--- src/blpc_pkg.sv ---
// shared types and constants for the button led pattern controller
package blpc_pkg;

    // debounce history length default
    localparam int DEBOUNCE_LEN_DEF = 9;

    // field and register widths
    localparam int TICK_W       = 13;
    localparam int HALF_W       = 12;
    localparam int WAKE_W       = 3;
    localparam int LED_W        = 2;
    localparam int MODE_W       = 3;
    localparam int CFG_INDEX_W  = 2;
    localparam int CFG_DATA_W   = 13;
    localparam int TDATA_W      = 8;

    // configuration register indexes
    localparam logic [CFG_INDEX_W-1:0] REG_WAKE_COUNT  = 2'd0;
    localparam logic [CFG_INDEX_W-1:0] REG_HALF_PERIOD = 2'd1;
    localparam logic [CFG_INDEX_W-1:0] REG_WRAP_LIMIT  = 2'd2;

    // configuration reset values
    localparam logic [WAKE_W-1:0] WAKE_COUNT_RST  = 3'd5;
    localparam logic [HALF_W-1:0] HALF_PERIOD_RST = 12'd500;
    localparam logic [TICK_W-1:0] WRAP_LIMIT_RST  = 13'd5000;

    // debounce history reset pattern, cut to the history length
    localparam logic [15:0] HIST_RESET_VAL = 16'h000F;

    // strobe pattern breakpoints in ticks
    localparam logic [TICK_W-1:0] STROBE_ON1    = 13'd150;
    localparam logic [TICK_W-1:0] STROBE_OFF1   = 13'd300;
    localparam logic [TICK_W-1:0] STROBE_ON2    = 13'd450;
    localparam logic [TICK_W-1:0] STROBE_OFF2   = 13'd600;
    localparam logic [TICK_W-1:0] STROBE_ON3    = 13'd750;
    localparam logic [TICK_W-1:0] STROBE_OFF3   = 13'd900;
    localparam logic [TICK_W-1:0] STROBE_PERIOD = 13'd2000;

    // led drive codes
    localparam logic [LED_W-1:0] LED_NONE = 2'd0;
    localparam logic [LED_W-1:0] LED_ONE  = 2'd1;
    localparam logic [LED_W-1:0] LED_TWO  = 2'd2;
    localparam logic [LED_W-1:0] LED_BOTH = 2'd3;

    // operating modes
    typedef enum logic [MODE_W-1:0] {
        MODE_OFF       = 3'd0,
        MODE_ON        = 3'd1,
        MODE_ALTERNATE = 3'd2,
        MODE_STROBE    = 3'd3,
        MODE_BLINK     = 3'd4
    } mode_t;

endpackage

--- src/button_led_pattern_controller.sv ---
// button led pattern controller: debounce, mode sequencing and led drive
// flow: an accepted sample beat waits in the input register until its result is registered in the result register
// throughput: one sample beat per cycle while m_tready keeps up; a held result does not stall the input
//   register until it is itself full, so the pipe runs at one beat per clock unless the result is held
// reset: aresetn low at a clock edge returns mode to off, history to its idle
//   pattern, configuration to its defaults and empties both pipeline registers
module button_led_pattern_controller #(
    parameter int DEBOUNCE_LEN = blpc_pkg::DEBOUNCE_LEN_DEF
) (
    input  logic                                aclk,
    input  logic                                aresetn,
    // sample channel
    input  logic                                s_tvalid,
    output logic                                s_tready,
    input  logic [blpc_pkg::TDATA_W-1:0]        s_tdata,   // pin_level, tick, zero pad
    // result channel
    output logic                                m_tvalid,
    input  logic                                m_tready,
    output logic [blpc_pkg::TDATA_W-1:0]        m_tdata,   // led_drive, mode, asleep, pad
    // configuration write channel
    input  logic                                cfg_valid,
    output logic                                cfg_ready,
    input  logic [blpc_pkg::CFG_INDEX_W-1:0]    cfg_index,
    input  logic [blpc_pkg::CFG_DATA_W-1:0]     cfg_data
);

    localparam logic [DEBOUNCE_LEN-1:0] HistReset   =
        DEBOUNCE_LEN'(blpc_pkg::HIST_RESET_VAL);
    localparam logic [DEBOUNCE_LEN-1:0] HistRelease =
        {1'b0, {(DEBOUNCE_LEN-1){1'b1}}};

    // configuration registers
    logic [blpc_pkg::WAKE_W-1:0] wake_count_reg;
    logic [blpc_pkg::HALF_W-1:0] half_period_reg;
    logic [blpc_pkg::TICK_W-1:0] wrap_limit_reg;

    // input register
    logic in_valid_reg;
    logic in_pin_reg;
    logic in_tick_reg;

    // controller state
    logic [DEBOUNCE_LEN-1:0]     hist_reg,   hist_next;
    logic                        armed_reg,  armed_next;
    blpc_pkg::mode_t             mode_reg,   mode_next;
    logic [blpc_pkg::TICK_W-1:0] tick_reg,   tick_next;
    logic [blpc_pkg::WAKE_W-1:0] wake_reg,   wake_next;
    logic                        wrel_reg,   wrel_next;

    // result register
    logic                        out_valid_reg;
    logic [blpc_pkg::LED_W-1:0]  out_led_reg;
    logic [blpc_pkg::MODE_W-1:0] out_mode_reg;
    logic                        out_asleep_reg;

    logic                        advance;
    logic [blpc_pkg::TICK_W:0]   tick_inc;
    logic [blpc_pkg::TICK_W:0]   twice_half;
    logic [blpc_pkg::TICK_W-1:0] half_ext;
    logic [blpc_pkg::LED_W-1:0]  led_next;
    logic                        asleep_next;

    // handshake
    assign advance   = in_valid_reg && (!out_valid_reg || m_tready);
    assign s_tready  = !in_valid_reg || !out_valid_reg || m_tready;
    assign cfg_ready = 1'b1;
    assign m_tvalid  = out_valid_reg;
    assign m_tdata   = {2'b00, out_asleep_reg, out_mode_reg, out_led_reg};

    // configuration writes
    always_ff @(posedge aclk) begin
        if (!aresetn) begin
            wake_count_reg  <= blpc_pkg::WAKE_COUNT_RST;
            half_period_reg <= blpc_pkg::HALF_PERIOD_RST;
            wrap_limit_reg  <= blpc_pkg::WRAP_LIMIT_RST;
        end else if (cfg_valid) begin
            case (cfg_index)
                blpc_pkg::REG_WAKE_COUNT:  wake_count_reg  <= cfg_data[blpc_pkg::WAKE_W-1:0];
                blpc_pkg::REG_HALF_PERIOD: half_period_reg <= cfg_data[blpc_pkg::HALF_W-1:0];
                blpc_pkg::REG_WRAP_LIMIT:  wrap_limit_reg  <= cfg_data;
                default: begin
                end
            endcase
        end
    end

    // input register
    always_ff @(posedge aclk) begin
        if (!aresetn) begin
            in_valid_reg <= 1'b0;
        end else if (s_tready) begin
            in_valid_reg <= s_tvalid;
        end
    end

    always_ff @(posedge aclk) begin
        if (s_tvalid && s_tready) begin
            in_pin_reg  <= s_tdata[0];
            in_tick_reg <= s_tdata[1];
        end
    end

    // state register
    always_ff @(posedge aclk) begin
        if (!aresetn) begin
            hist_reg  <= HistReset;
            armed_reg <= 1'b0;
            mode_reg  <= blpc_pkg::MODE_OFF;
            tick_reg  <= '0;
            wake_reg  <= blpc_pkg::WAKE_COUNT_RST;
            wrel_reg  <= 1'b0;
        end else if (advance) begin
            hist_reg  <= hist_next;
            armed_reg <= armed_next;
            mode_reg  <= mode_next;
            tick_reg  <= tick_next;
            wake_reg  <= wake_next;
            wrel_reg  <= wrel_next;
        end
    end

    assign tick_inc   = {1'b0, tick_reg} + 14'd1;
    assign half_ext   = {1'b0, half_period_reg};
    assign twice_half = {1'b0, half_period_reg, 1'b0};

    // next state and led drive for the sample in the input register
    always_comb begin
        hist_next   = hist_reg;
        armed_next  = armed_reg;
        mode_next   = mode_reg;
        tick_next   = tick_reg;
        wake_next   = wake_reg;
        wrel_next   = wrel_reg;
        led_next    = blpc_pkg::LED_NONE;
        asleep_next = 1'b0;

        // tick counter advance and wrap
        if (in_tick_reg) begin
            if (tick_inc >= {1'b0, wrap_limit_reg}) begin
                tick_next = '0;
            end else begin
                tick_next = tick_inc[blpc_pkg::TICK_W-1:0];
            end
        end

        if (mode_reg == blpc_pkg::MODE_OFF) begin
            // asleep: wake countdown, then wait for release
            if (wrel_reg) begin
                if (in_pin_reg) begin
                    mode_next = blpc_pkg::MODE_ON;
                    wrel_next = 1'b0;
                end else begin
                    asleep_next = 1'b1;
                end
            end else begin
                if (in_pin_reg) begin
                    wake_next = wake_count_reg;
                end else if (wake_reg <= 3'd1) begin
                    wake_next = '0;
                    wrel_next = 1'b1;
                end else begin
                    wake_next = wake_reg - 3'd1;
                end
                asleep_next = 1'b1;
            end
        end else begin
            // debounce: all low arms, low then highs releases
            hist_next = {hist_reg[DEBOUNCE_LEN-2:0], in_pin_reg};
            if (hist_next == '0) begin
                armed_next = 1'b1;
            end else if (hist_next == HistRelease) begin
                if (armed_reg) begin
                    case (mode_reg)
                        blpc_pkg::MODE_ON:        mode_next = blpc_pkg::MODE_ALTERNATE;
                        blpc_pkg::MODE_ALTERNATE: mode_next = blpc_pkg::MODE_STROBE;
                        blpc_pkg::MODE_STROBE:    mode_next = blpc_pkg::MODE_BLINK;
                        default:                  mode_next = blpc_pkg::MODE_OFF;
                    endcase
                end
                armed_next = 1'b0;
                tick_next  = '0;
            end

            // led pattern from the new mode and tick count
            case (mode_next)
                blpc_pkg::MODE_ON: begin
                    led_next = blpc_pkg::LED_BOTH;
                end
                blpc_pkg::MODE_ALTERNATE: begin
                    if (tick_next < half_ext) begin
                        led_next = blpc_pkg::LED_ONE;
                    end else begin
                        led_next = blpc_pkg::LED_TWO;
                        if ({1'b0, tick_next} >= twice_half) begin
                            tick_next = '0;
                        end
                    end
                end
                blpc_pkg::MODE_STROBE: begin
                    if (tick_next < blpc_pkg::STROBE_ON1 ||
                        (tick_next > blpc_pkg::STROBE_OFF1 && tick_next < blpc_pkg::STROBE_ON2) ||
                        (tick_next > blpc_pkg::STROBE_OFF2 && tick_next < blpc_pkg::STROBE_ON3) ||
                        tick_next > blpc_pkg::STROBE_OFF3) begin
                        led_next = blpc_pkg::LED_NONE;
                        if (tick_next >= blpc_pkg::STROBE_PERIOD) begin
                            tick_next = '0;
                        end
                    end else begin
                        led_next = blpc_pkg::LED_BOTH;
                    end
                end
                blpc_pkg::MODE_BLINK: begin
                    if (tick_next < half_ext) begin
                        led_next = blpc_pkg::LED_NONE;
                    end else begin
                        led_next = blpc_pkg::LED_BOTH;
                        if ({1'b0, tick_next} >= twice_half) begin
                            tick_next = '0;
                        end
                    end
                end
                default: begin
                    // release into off mode
                    mode_next   = blpc_pkg::MODE_OFF;
                    wake_next   = wake_count_reg;
                    wrel_next   = 1'b0;
                    led_next    = blpc_pkg::LED_NONE;
                    asleep_next = 1'b1;
                end
            endcase
        end
    end

    // result register
    always_ff @(posedge aclk) begin
        if (!aresetn) begin
            out_valid_reg <= 1'b0;
        end else if (advance) begin
            out_valid_reg <= 1'b1;
        end else if (m_tready) begin
            out_valid_reg <= 1'b0;
        end
    end

    always_ff @(posedge aclk) begin
        if (advance) begin
            out_led_reg    <= led_next;
            out_mode_reg   <= blpc_pkg::MODE_W'(mode_next);
            out_asleep_reg <= asleep_next;
        end
    end

endmodule

--- config.mk ---
export PLATFORM = sky130hd
export DESIGN_NAME = button_led_pattern_controller
export DESIGN_NICKNAME = d
export VERILOG_FILES = /design/src/blpc_pkg.sv /design/src/button_led_pattern_controller.sv
export SDC_FILE = /design/constraint.sdc
export NUM_CORES = 1
export LEC_CHECK = 0
export BUFFER_PORTS_ARGS = -buffer_cell sky130_fd_sc_hd__buf_2
export CAP_MARGIN = 10
export CORE_ASPECT_RATIO = 1.4
export CORE_MARGIN = 3
export CORE_UTILIZATION = 61
export CTS_CLUSTER_DIAMETER = 50
export DETAILED_ROUTE_END_ITERATION = 8
export PLACE_DENSITY_LB_ADDON = 0.1
export SLEW_MARGIN = 30
export SYNTH_ARGS = -nofsm -noshare
export SYNTH_HDL_FRONTEND = slang
export SYNTH_SLANG_ARGS = --single-unit
--- constraint.sdc ---
create_clock -name aclk -period 7.5 [get_ports aclk]
set_input_delay 0.75 -clock aclk [delete_from_list [all_inputs] [get_ports aclk]]
set_output_delay 0.75 -clock aclk [all_outputs]
set_load 0.02 [all_outputs]
-- After elaboration in Yosys (flattened, before gate mapping)
Cells that the tools add are included.
- bits in registers: 67
- output and inout bits: 11
- $add $sub $neg: 2
- magnitude comparators: 11
- eq/ne operators: 12
- mux-type cells: 42
- bitwise operators: 1
- reduce and logical (&&, ||, !) cells: 26
- operators by type and width (operator ; number):
    2-to-1 mux 13 bit ; 10
    2-to-1 mux 3 bit ; 13
    greater-than comparator 13 x 10 -> 1 bit (second input constant) ; 2
    case mux 13 bit (2 select lines) ; 1
    adder 13 x 1 -> 14 bit (second input constant) ; 1
    >= comparator 14 x 13 -> 1 bit ; 1
    >= comparator 13 x 11 -> 1 bit (second input constant) ; 1
    >= comparator 13 bit ; 1
    greater-than comparator 13 x 9 -> 1 bit (second input constant) ; 1
    less-than comparator 13 x 10 -> 1 bit (second input constant) ; 1
    less-than comparator 13 x 12 -> 1 bit ; 1
    less-than comparator 13 x 8 -> 1 bit (second input constant) ; 1
    less-than comparator 13 x 9 -> 1 bit (second input constant) ; 1
    2-to-1 mux 1 bit ; 13
    == test 3 x 2 -> 1 bit (second input constant) ; 4
    AND reduction 2 bit ; 5
    == test 9 x 8 -> 1 bit (second input constant) ; 1
    logical NOT 9 bit ; 1
    case mux 3 bit (3 select lines) ; 1
    case mux 2 bit (4 select lines) ; 1
    == test 3 x 1 -> 1 bit (second input constant) ; 2
    logical OR 1 bit ; 6
    2-to-1 mux 2 bit ; 3
    AND reduction 3 bit ; 2
    15 further kinds ; 20

-- Longest topological paths before layout
Gate-level depths: netlist of run 1.
- depth after elaboration: 15
- depth in mapped cells: 29
- mapped depth without buffers: 27

-- Worst setup path after synthesis of run 1
OpenSTA, ideal clock, no wires.
- kind: register to register
- start: reg tick_reg[1] in the netlist's numbering
- end: reg tick_reg[10] in the netlist's numbering
- setup time: 0.061 ns
- arrival time: 5.126 ns
- required time: 7.439 ns
- setup slack: 2.313 ns
- stages on the path, launching flop included: 27
- path buffers: 2
- clock period less this slack: 5.187 ns
- path through: dfxtp_1 -> ha_1 -> nand3_1 -> nor3_1 -> xnor2_1 -> inv_1 -> ha_1 -> nand3_1 -> a2111oi_2 -> a21oi_2 -> buf_6 -> a31oi_1 -> o22ai_2 -> and2_1 -> ha_1 -> a21oi_1 -> o21ai_0 -> nor4b_1 -> nand3_1 -> a31oi_1 -> o221ai_1 -> o211ai_1 -> and3_1 -> a21oi_2 -> a211oi_1 -> buf_6 -> a32o_1
- cells in the longest elaborated chain, start to end: 15
- elaborated cells between the ends (all ways): 27
- those cells by class: add/sub (1); order compare (10); mux (11); reduce/logical (5)
- ends and longest elaborated chain (item ; RTL line ; RTL):
    start: declaration ; button_led_pattern_controller.sv:46 ; logic [blpc_pkg::TICK_W-1:0] tick_reg, tick_next;
    start signal: assignment ; button_led_pattern_controller.sv:116 ; tick_reg <= tick_next;
    adder 13 x 1 -> 14 bit ; button_led_pattern_controller.sv:122 ; assign tick_inc = {1'b0, tick_reg} + 14'd1;
    >= comparator 14 x 13 -> 1 bit ; button_led_pattern_controller.sv:139 ; if (tick_inc >= {1'b0, wrap_limit_reg}) begin
    2-to-1 mux 13 bit ; button_led_pattern_controller.sv:139 ;
    2-to-1 mux 13 bit (*) ; button_led_pattern_controller.sv:138 ; if (in_tick_reg) begin
    2-to-1 mux 13 bit ; button_led_pattern_controller.sv:171 ; end else if (hist_next == HistRelease) begin
    2-to-1 mux 13 bit ; button_led_pattern_controller.sv:169 ; if (hist_next == '0) begin
    2-to-1 mux 13 bit ; button_led_pattern_controller.sv:146 ; if (mode_reg == blpc_pkg::MODE_OFF) begin
    greater-than comparator 13 x 9 -> 1 bit or less-than comparator 13 x 9 -> 1 bit (tied branches) ; button_led_pattern_controller.sv:201 ; (tick_next > blpc_pkg::STROBE_OFF1 && tick_next < blpc_pkg::STROBE_ON2) ||
    logical AND 1 bit ; button_led_pattern_controller.sv:201 ;
    logical OR 1 bit ; button_led_pattern_controller.sv:200 ; if (tick_next < blpc_pkg::STROBE_ON1 ||
    logical OR 1 bit ; button_led_pattern_controller.sv:201 ;
    logical OR 1 bit ; button_led_pattern_controller.sv:202 ; (tick_next > blpc_pkg::STROBE_OFF2 && tick_next < blpc_pkg::STROBE_ON3) ||
    2-to-1 mux 13 bit ; button_led_pattern_controller.sv:200 ;
    case mux 13 bit (2 select lines) ; button_led_pattern_controller.sv:185 ; case (mode_next)
    2-to-1 mux 13 bit (*) ; button_led_pattern_controller.sv:146 ;
Every way passes the cells marked *; elsewhere a longest branch is shown, timed or not. The select of a mux whose other input is x is not followed.
A chain may end at the register's enable or synchronous reset.

-- Worst setup path after layout of run 1
- start: reg tick_reg[0] in the netlist's numbering
- end: reg tick_reg[9] in the netlist's numbering
The elaborated chain is that of the path after synthesis.

==> flow_metrics.env, run 1 <==
export IMPL_status="finished, final reports clean"
export IMPL_path_clk_slew_ps=70
export IMPL_clock_latency_ps=340
export IMPL_diodes=0
export IMPL_min_period_over_period_pct=86.00
export IMPL_cp_buffers_inverters=4
export IMPL_grt_pass1_vias=4107
export IMPL_ys_flop_type="dfxtp_1"
export IMPL_synth_async_reset_ratio_pct=0
export IMPL_slowest_delay_ps=590
export IMPL_finalSetupViolCount=0
export IMPL_drtIter0Drc=310
export IMPL_port_buffers=29
export IMPL_synth_seq_cells=67
export IMPL_rows=36
export IMPL_final_antenna_net_count=0
export IMPL_rsz0062_at_grt="false"
export IMPL_worstPathArrival_ps=6730
export IMPL_min_period_ps=6450
export IMPL_post_synth_cell_area_avg_um2=7.830
export IMPL_cts_made_buffers=9
export IMPL_ctsHoldBuffers=0
export IMPL_gp_congestion=0.9115
export IMPL_crit_fanout=12
export IMPL_synth_edff_count=8
export IMPL_grt_max_degree=34
export IMPL_critPathLaunch="tick_reg[0]"
export IMPL_yosysTopAreaCellShare_pct=25.92
export IMPL_drc=0
export IMPL_cts_sinks=67
export IMPL_die_y_um=108.3
export IMPL_max_slew_margin_pct=49.83
export IMPL_hold_path_startpoint="half_period_reg[1]"
export IMPL_cts_tree="yes"
export IMPL_htree_num_levels=3
export IMPL_num_vias=4324
export IMPL_layout_area_overhead_vs_synth_pct=8.814
export IMPL_crit_type="flop to flop"
export IMPL_yosysUniqueCellTypes=72
export IMPL_synth_top_cells_by_area="dfxtp_1, ha_1, nand2_1"
export IMPL_drv_cap=0
export IMPL_antenna_found_initial=0
export IMPL_cts_root_buffer="clkbuf_8"
export IMPL_yosys_warnings=0
export IMPL_path_delay_family="simple AND/OR/NAND/NOR gates"
export IMPL_grtUsageTotal_pct=28.60
export IMPL_p_leak_nw=2.142
export IMPL_power_density_nw_per_um2=162.6
export IMPL_seq_area_frac_synth_pct=31.19
export IMPL_synth_area_leader_cell="dfxtp_1"
export IMPL_crit_top_cell="nand3_1"
export IMPL_r2r_slack_ps=1050
export IMPL_num_nets_final=666
export IMPL_clockBufferDepth=2
export IMPL_cts_resized=0
export IMPL_yosysMostFrequentCell="nand2_1"
export IMPL_reg2reg_depth=28
export IMPL_hold_worst_slack_ps=458.6
export IMPL_start_util_pct=64.03
export IMPL_ir_drop_uv=140.2
export IMPL_hold_path_class="flop to flop"
export IMPL_fin_skew_ps=9.664
export IMPL_wl_mm=11.63
export IMPL_critical_path_depth=28
export IMPL_placed_cells=683
export IMPL_worst_slew_pin_slew_ps=752.5
export IMPL_start_kind="flop"
export IMPL_slew_viol_final=0
export IMPL_dieWidth_um=79.05
export IMPL_final_cell_count_no_fill=699
export IMPL_synthTopCellsByCount="nand2_1, dfxtp_1, inv_1"
export IMPL_io_pins=39
export IMPL_min_to="half_period_reg[1]"
export IMPL_reg2reg_to="tick_reg[9]"
export IMPL_final_setup_tns_ps=0
export IMPL_cp_data_required_time_ps=7780
export IMPL_post_route_util_pct=69.67
export IMPL_grt_pass1_wl_mm=19.16
export IMPL_finalHoldViolations=0
export IMPL_finalPower_mw=0.8064
export IMPL_routedWlPerCell_um=16.64
export IMPL_dr_pass1_iters=5
export IMPL_slowest_stage="dfxtp_1"
export IMPL_r2r_start="tick_reg[0]"
export IMPL_core_um2=7117
export IMPL_end_kind="flop"
export IMPL_fmax_ghz=0.1550
export IMPL_drive_above_1_share_pct=12.42
export IMPL_hold_path_depth=2
export IMPL_post_cts_buffers=0
export IMPL_synthesis_area_um2=4557
export IMPL_hpwl_mm=8.564
export IMPL_grt_ovfl_total=0
export IMPL_netlist_instances=582
export IMPL_vias_per_cell=6.186
export IMPL_die_area_um2=8558
-- logic make-up (layout without fill, tap and decap cells) --
logic type                 count (synthesis)  after routing  synth area share, %
and+or+nand+nor                          234            234                24.74
AOI/OAI and AO/OA                        147            147                22.76
DFF                                       67             67                31.19
other                                      2              3               0.1648
buffers and inverters                     79            100                7.578
muxes                                      5              5                1.126
adders and majority gates                 39             39                10.71
xor gates and xnor gates                   9              9                1.730
-- worst max path at each step --
stage / slack (ps) / to
3_3_place_gp: 1260 / tick_reg[8]
5_1_grt: 480 / tick_reg[9]
4_1_cts: 1090 / tick_reg[9]
2_1_floorplan: 2310 / tick_reg[10]
6_report: 1050 / tick_reg[9]
3_5_place_dp: 1140 / tick_reg[9]
-- per-layer routing --
layer	track usage (%)	part of all wire, %
met5	0	0
met4	15.72	4.6
met3	5.167	3.8
met2	51.08	51
met1	31.66	41
-- tightest hold or removal path, delay by kind of cell (launching register included) --
| family | cells | cell delay (ps) |
|---|---|---|
| DFF | 1 | 310 |
| AOI/OAI and AO/OA | 1 | 50 |
| and+or+nand+nor | 1 | 50 |
-- power by group --
part / internal, mW / switching (mW) / total, mW
combinational: 0.0301 / 0.0530 / 0.0832
sequential: 0.374 / 0.0106 / 0.385
clock: 0.193 / 0.145 / 0.338
total: 0.598 / 0.209 / 0.806
-- cell usage in the layout, fill, tap and decap left out, types with 4 or more instances in the layout --
master / instances
a31oi_1: 8
dfxtp_1: 59
xnor2_1: 5
nor4_1: 6
ha_1: 39
inv_1: 45
o21ai_0: 19
o21a_1: 4
or4_1: 4
buf_2: 29
a211oi_1: 10
nand2_1: 101
and2_1: 5
nor2_1: 36
clkbuf_8: 11
nor2b_1: 7
buf_4: 9
xor2_1: 4
a21oi_1: 40
a32o_1: 12
nand2b_1: 6
nand4_1: 6
or3_1: 4
mux2i_1: 4
o211ai_1: 16
edfxtp_1: 8
nor3_1: 13
nand3_1: 21
-- stage by stage --
stage	cell area (µm²)	setup WS, ps
after CTS	4959	1089
after global routing	4959	481.4
final	4959	1050
after detailed placement	4728	1140
after floorplan	4561	2313
after global placement	4726	1264
-- area by class of cell --
cell class                      instances  area, µm²
Multi-Input combinational cell        437       2803
Tap cell                               95      118.9
Clock buffer                           12      176.4
Fill cell                             635       2158
Timing Repair Buffer                   38      212.7
Inverter                               46      172.7
Sequential cell                        67       1421
Clock inverter                          4      53.80
(Power assumes the default switching activity.)
==> inputs of run 2 (changes only) <==
- PLACE_DENSITY: default -> 0.77
- PLACE_DENSITY_LB_ADDON: 0.1 -> default
- clock period: 7.5 -> 7.4 ns (I/O delays scaled with it)
==> flow_metrics.env, run 2 (synthesis gave the netlist of run 1 again) <==
export IMPL_crit_type="flop to flop"
export IMPL_dieWidth_um=79.05
export IMPL_routedWlPerCell_um=16.73
export IMPL_hold_worst_slack_ps=459.2
export IMPL_post_route_util_pct=69.44
export IMPL_drv_cap=0
export IMPL_core_um2=7117
export IMPL_fin_skew_ps=9.576
export IMPL_dr_pass1_iters=5
export IMPL_multi_input_area_um2=2803
export IMPL_drtIter0Drc=288
export IMPL_start_kind="flop"
export IMPL_vias_per_cell=6.133
export IMPL_min_period_ps=6581
export IMPL_final_cell_count_no_fill=700
export IMPL_final_setup_tns_ps=0
export IMPL_grt_pass1_vias=4259
export IMPL_min_period_over_period_pct=88.93
export IMPL_path_clk_slew_ps=70
export IMPL_num_nets_final=667
export IMPL_regArea_um2=1421
export IMPL_cts_made_buffers=9
export IMPL_status="finished, final reports clean"
export IMPL_cts_root_buffer="clkbuf_8"
export IMPL_grtUsageTotal_pct=29.16
export IMPL_mostFrequentLayoutCells="nand2_1, dfxtp_1, inv_1, a21oi_1, ha_1"
export IMPL_die_area_um2=8558
export IMPL_finalSetupViolCount=0
export IMPL_diodes=0
export IMPL_layout_area_overhead_vs_synth_pct=8.457
export IMPL_die_y_um=108.3
export IMPL_p_leak_nw=2.137
export IMPL_fmax_ghz=0.1520
export IMPL_drc=0
export IMPL_clockBufferDepth=2
export IMPL_ir_drop_uv=200.9
export IMPL_finalHoldViolations=0
export IMPL_layout_commonest_cell="nand2_1"
export IMPL_cp_data_required_time_ps=7690
export IMPL_max_slew_margin_pct=51.46
export IMPL_cts_sinks=67
export IMPL_ctsHoldBuffers=0
export IMPL_post_cts_buffers=0
export IMPL_grt_pass1_wl_mm=19.62
export IMPL_crit_fanout=11
export IMPL_drive_above_1_share_pct=11.90
export IMPL_num_vias=4293
export IMPL_end_kind="flop"
export IMPL_cts_tree="yes"
export IMPL_worst_slew_pin_slew_ps=725.4
export IMPL_cts_resized=0
export IMPL_rsz0062_at_grt="false"
export IMPL_hpwl_mm=8.766
export IMPL_start_util_pct=64.03
export IMPL_clock_latency_ps=360
export IMPL_io_pins=39
export IMPL_m1WireLength_mm=4.554
export IMPL_fillers=645
export IMPL_final_antenna_net_count=0
export IMPL_top_layer="met4"
export IMPL_grt_max_degree=34
export IMPL_placed_cells=684
export IMPL_htree_num_levels=3
export IMPL_port_buffers=29
export IMPL_gp_congestion=0.9484
export IMPL_hold_path_class="flop to flop"
export IMPL_power_density_nw_per_um2=160.9
export IMPL_finalPower_mw=0.7951
export IMPL_rows=36
export IMPL_grt_ovfl_total=0
export IMPL_worstPathArrival_ps=6870
export IMPL_wl_met3_um=563
export IMPL_dr_wl_met2_mm=6.065
export IMPL_antenna_found_initial=0
export IMPL_wl_mm=11.71
export IMPL_slew_viol_final=0
## run 2: cell types whose count changed in the layout (fill, tap and decap cells not counted), sizes merged
| cell | previous run | this run |
|---|---|---|
| clkinvlp | 2 | 1 |
| buf | 38 | 39 |
| inv | 46 | 45 |
| clkinv | 1 | 5 |
| clkbuf | 12 | 9 |
| bufinv | 1 | 2 |
## run 2: power breakdown
group | total (mW) | leakage [nW] | switching [mW] | internal (mW)
clock network | 0.321 | 0.0994 | 0.136 | 0.185
registers | 0.390 | 0.556 | 0.0108 | 0.380
logic | 0.0839 | 1.48 | 0.0537 | 0.0301
total | 0.795 | 2.14 | 0.200 | 0.595
## run 2: stage by stage
stage,setup WS (ps),instance area (µm²)
floorplan,2213,4561
global placement,1204,4733
detailed placement,989.1,4736
CTS,958.2,4942
global route,277.4,4942
finish,819.2,4942
## run 2: worst paths after layout
| check | start | to | slack (ps) | cells after the start |
|---|---|---|---|---|
| setup / recovery | tick_reg[0] | tick_reg[8] | 820 | 25 |
| hold / removal | half_period_reg[1] | half_period_reg[1] | 460 | 2 |
| setup reg to reg | tick_reg[0] | tick_reg[8] | 820 | 25 |
| hold reg to reg | half_period_reg[1] | half_period_reg[1] | 460 | 2 |
## run 2: critical path, stage by stage (launching register included)
cell       delay [ps]
dfxtp_1           600
ha_1              300
nand3_1           260
nor2_1            370
nand3_1           140
xnor2_1           210
ha_1              310
nand3_1           140
a2111oi_2         490
a21oi_2           120
buf_4             200
a32oi_1           570
nor2_1            230
ha_1              350
o21ai_0           180
nor2_1             60
nor4b_1           390
nand3_1           130
a31oi_1           170
o221ai_1          240
o211ai_1          170
and3_1            190
a21oi_2            40
a211oi_1          230
buf_4             230
a32o_1            170
## run 2: per-layer routing
layer	vias up	global-route usage, %
li1	2124	-
met1	2004	31.77
met2	125	52.17
met3	40	5.000
met4	0	17.44
met5	-	0
## run 2: layout make-up
cell class / instances / area share, %
Inverter: 46 / 3.494
Clock inverter: 7 / 1.671
Timing Repair Buffer: 39 / 4.456
Multi-Input combinational cell: 437 / 56.71
Clock buffer: 9 / 2.506
Sequential cell: 67 / 28.76
Tap cell: 95 / 2.405
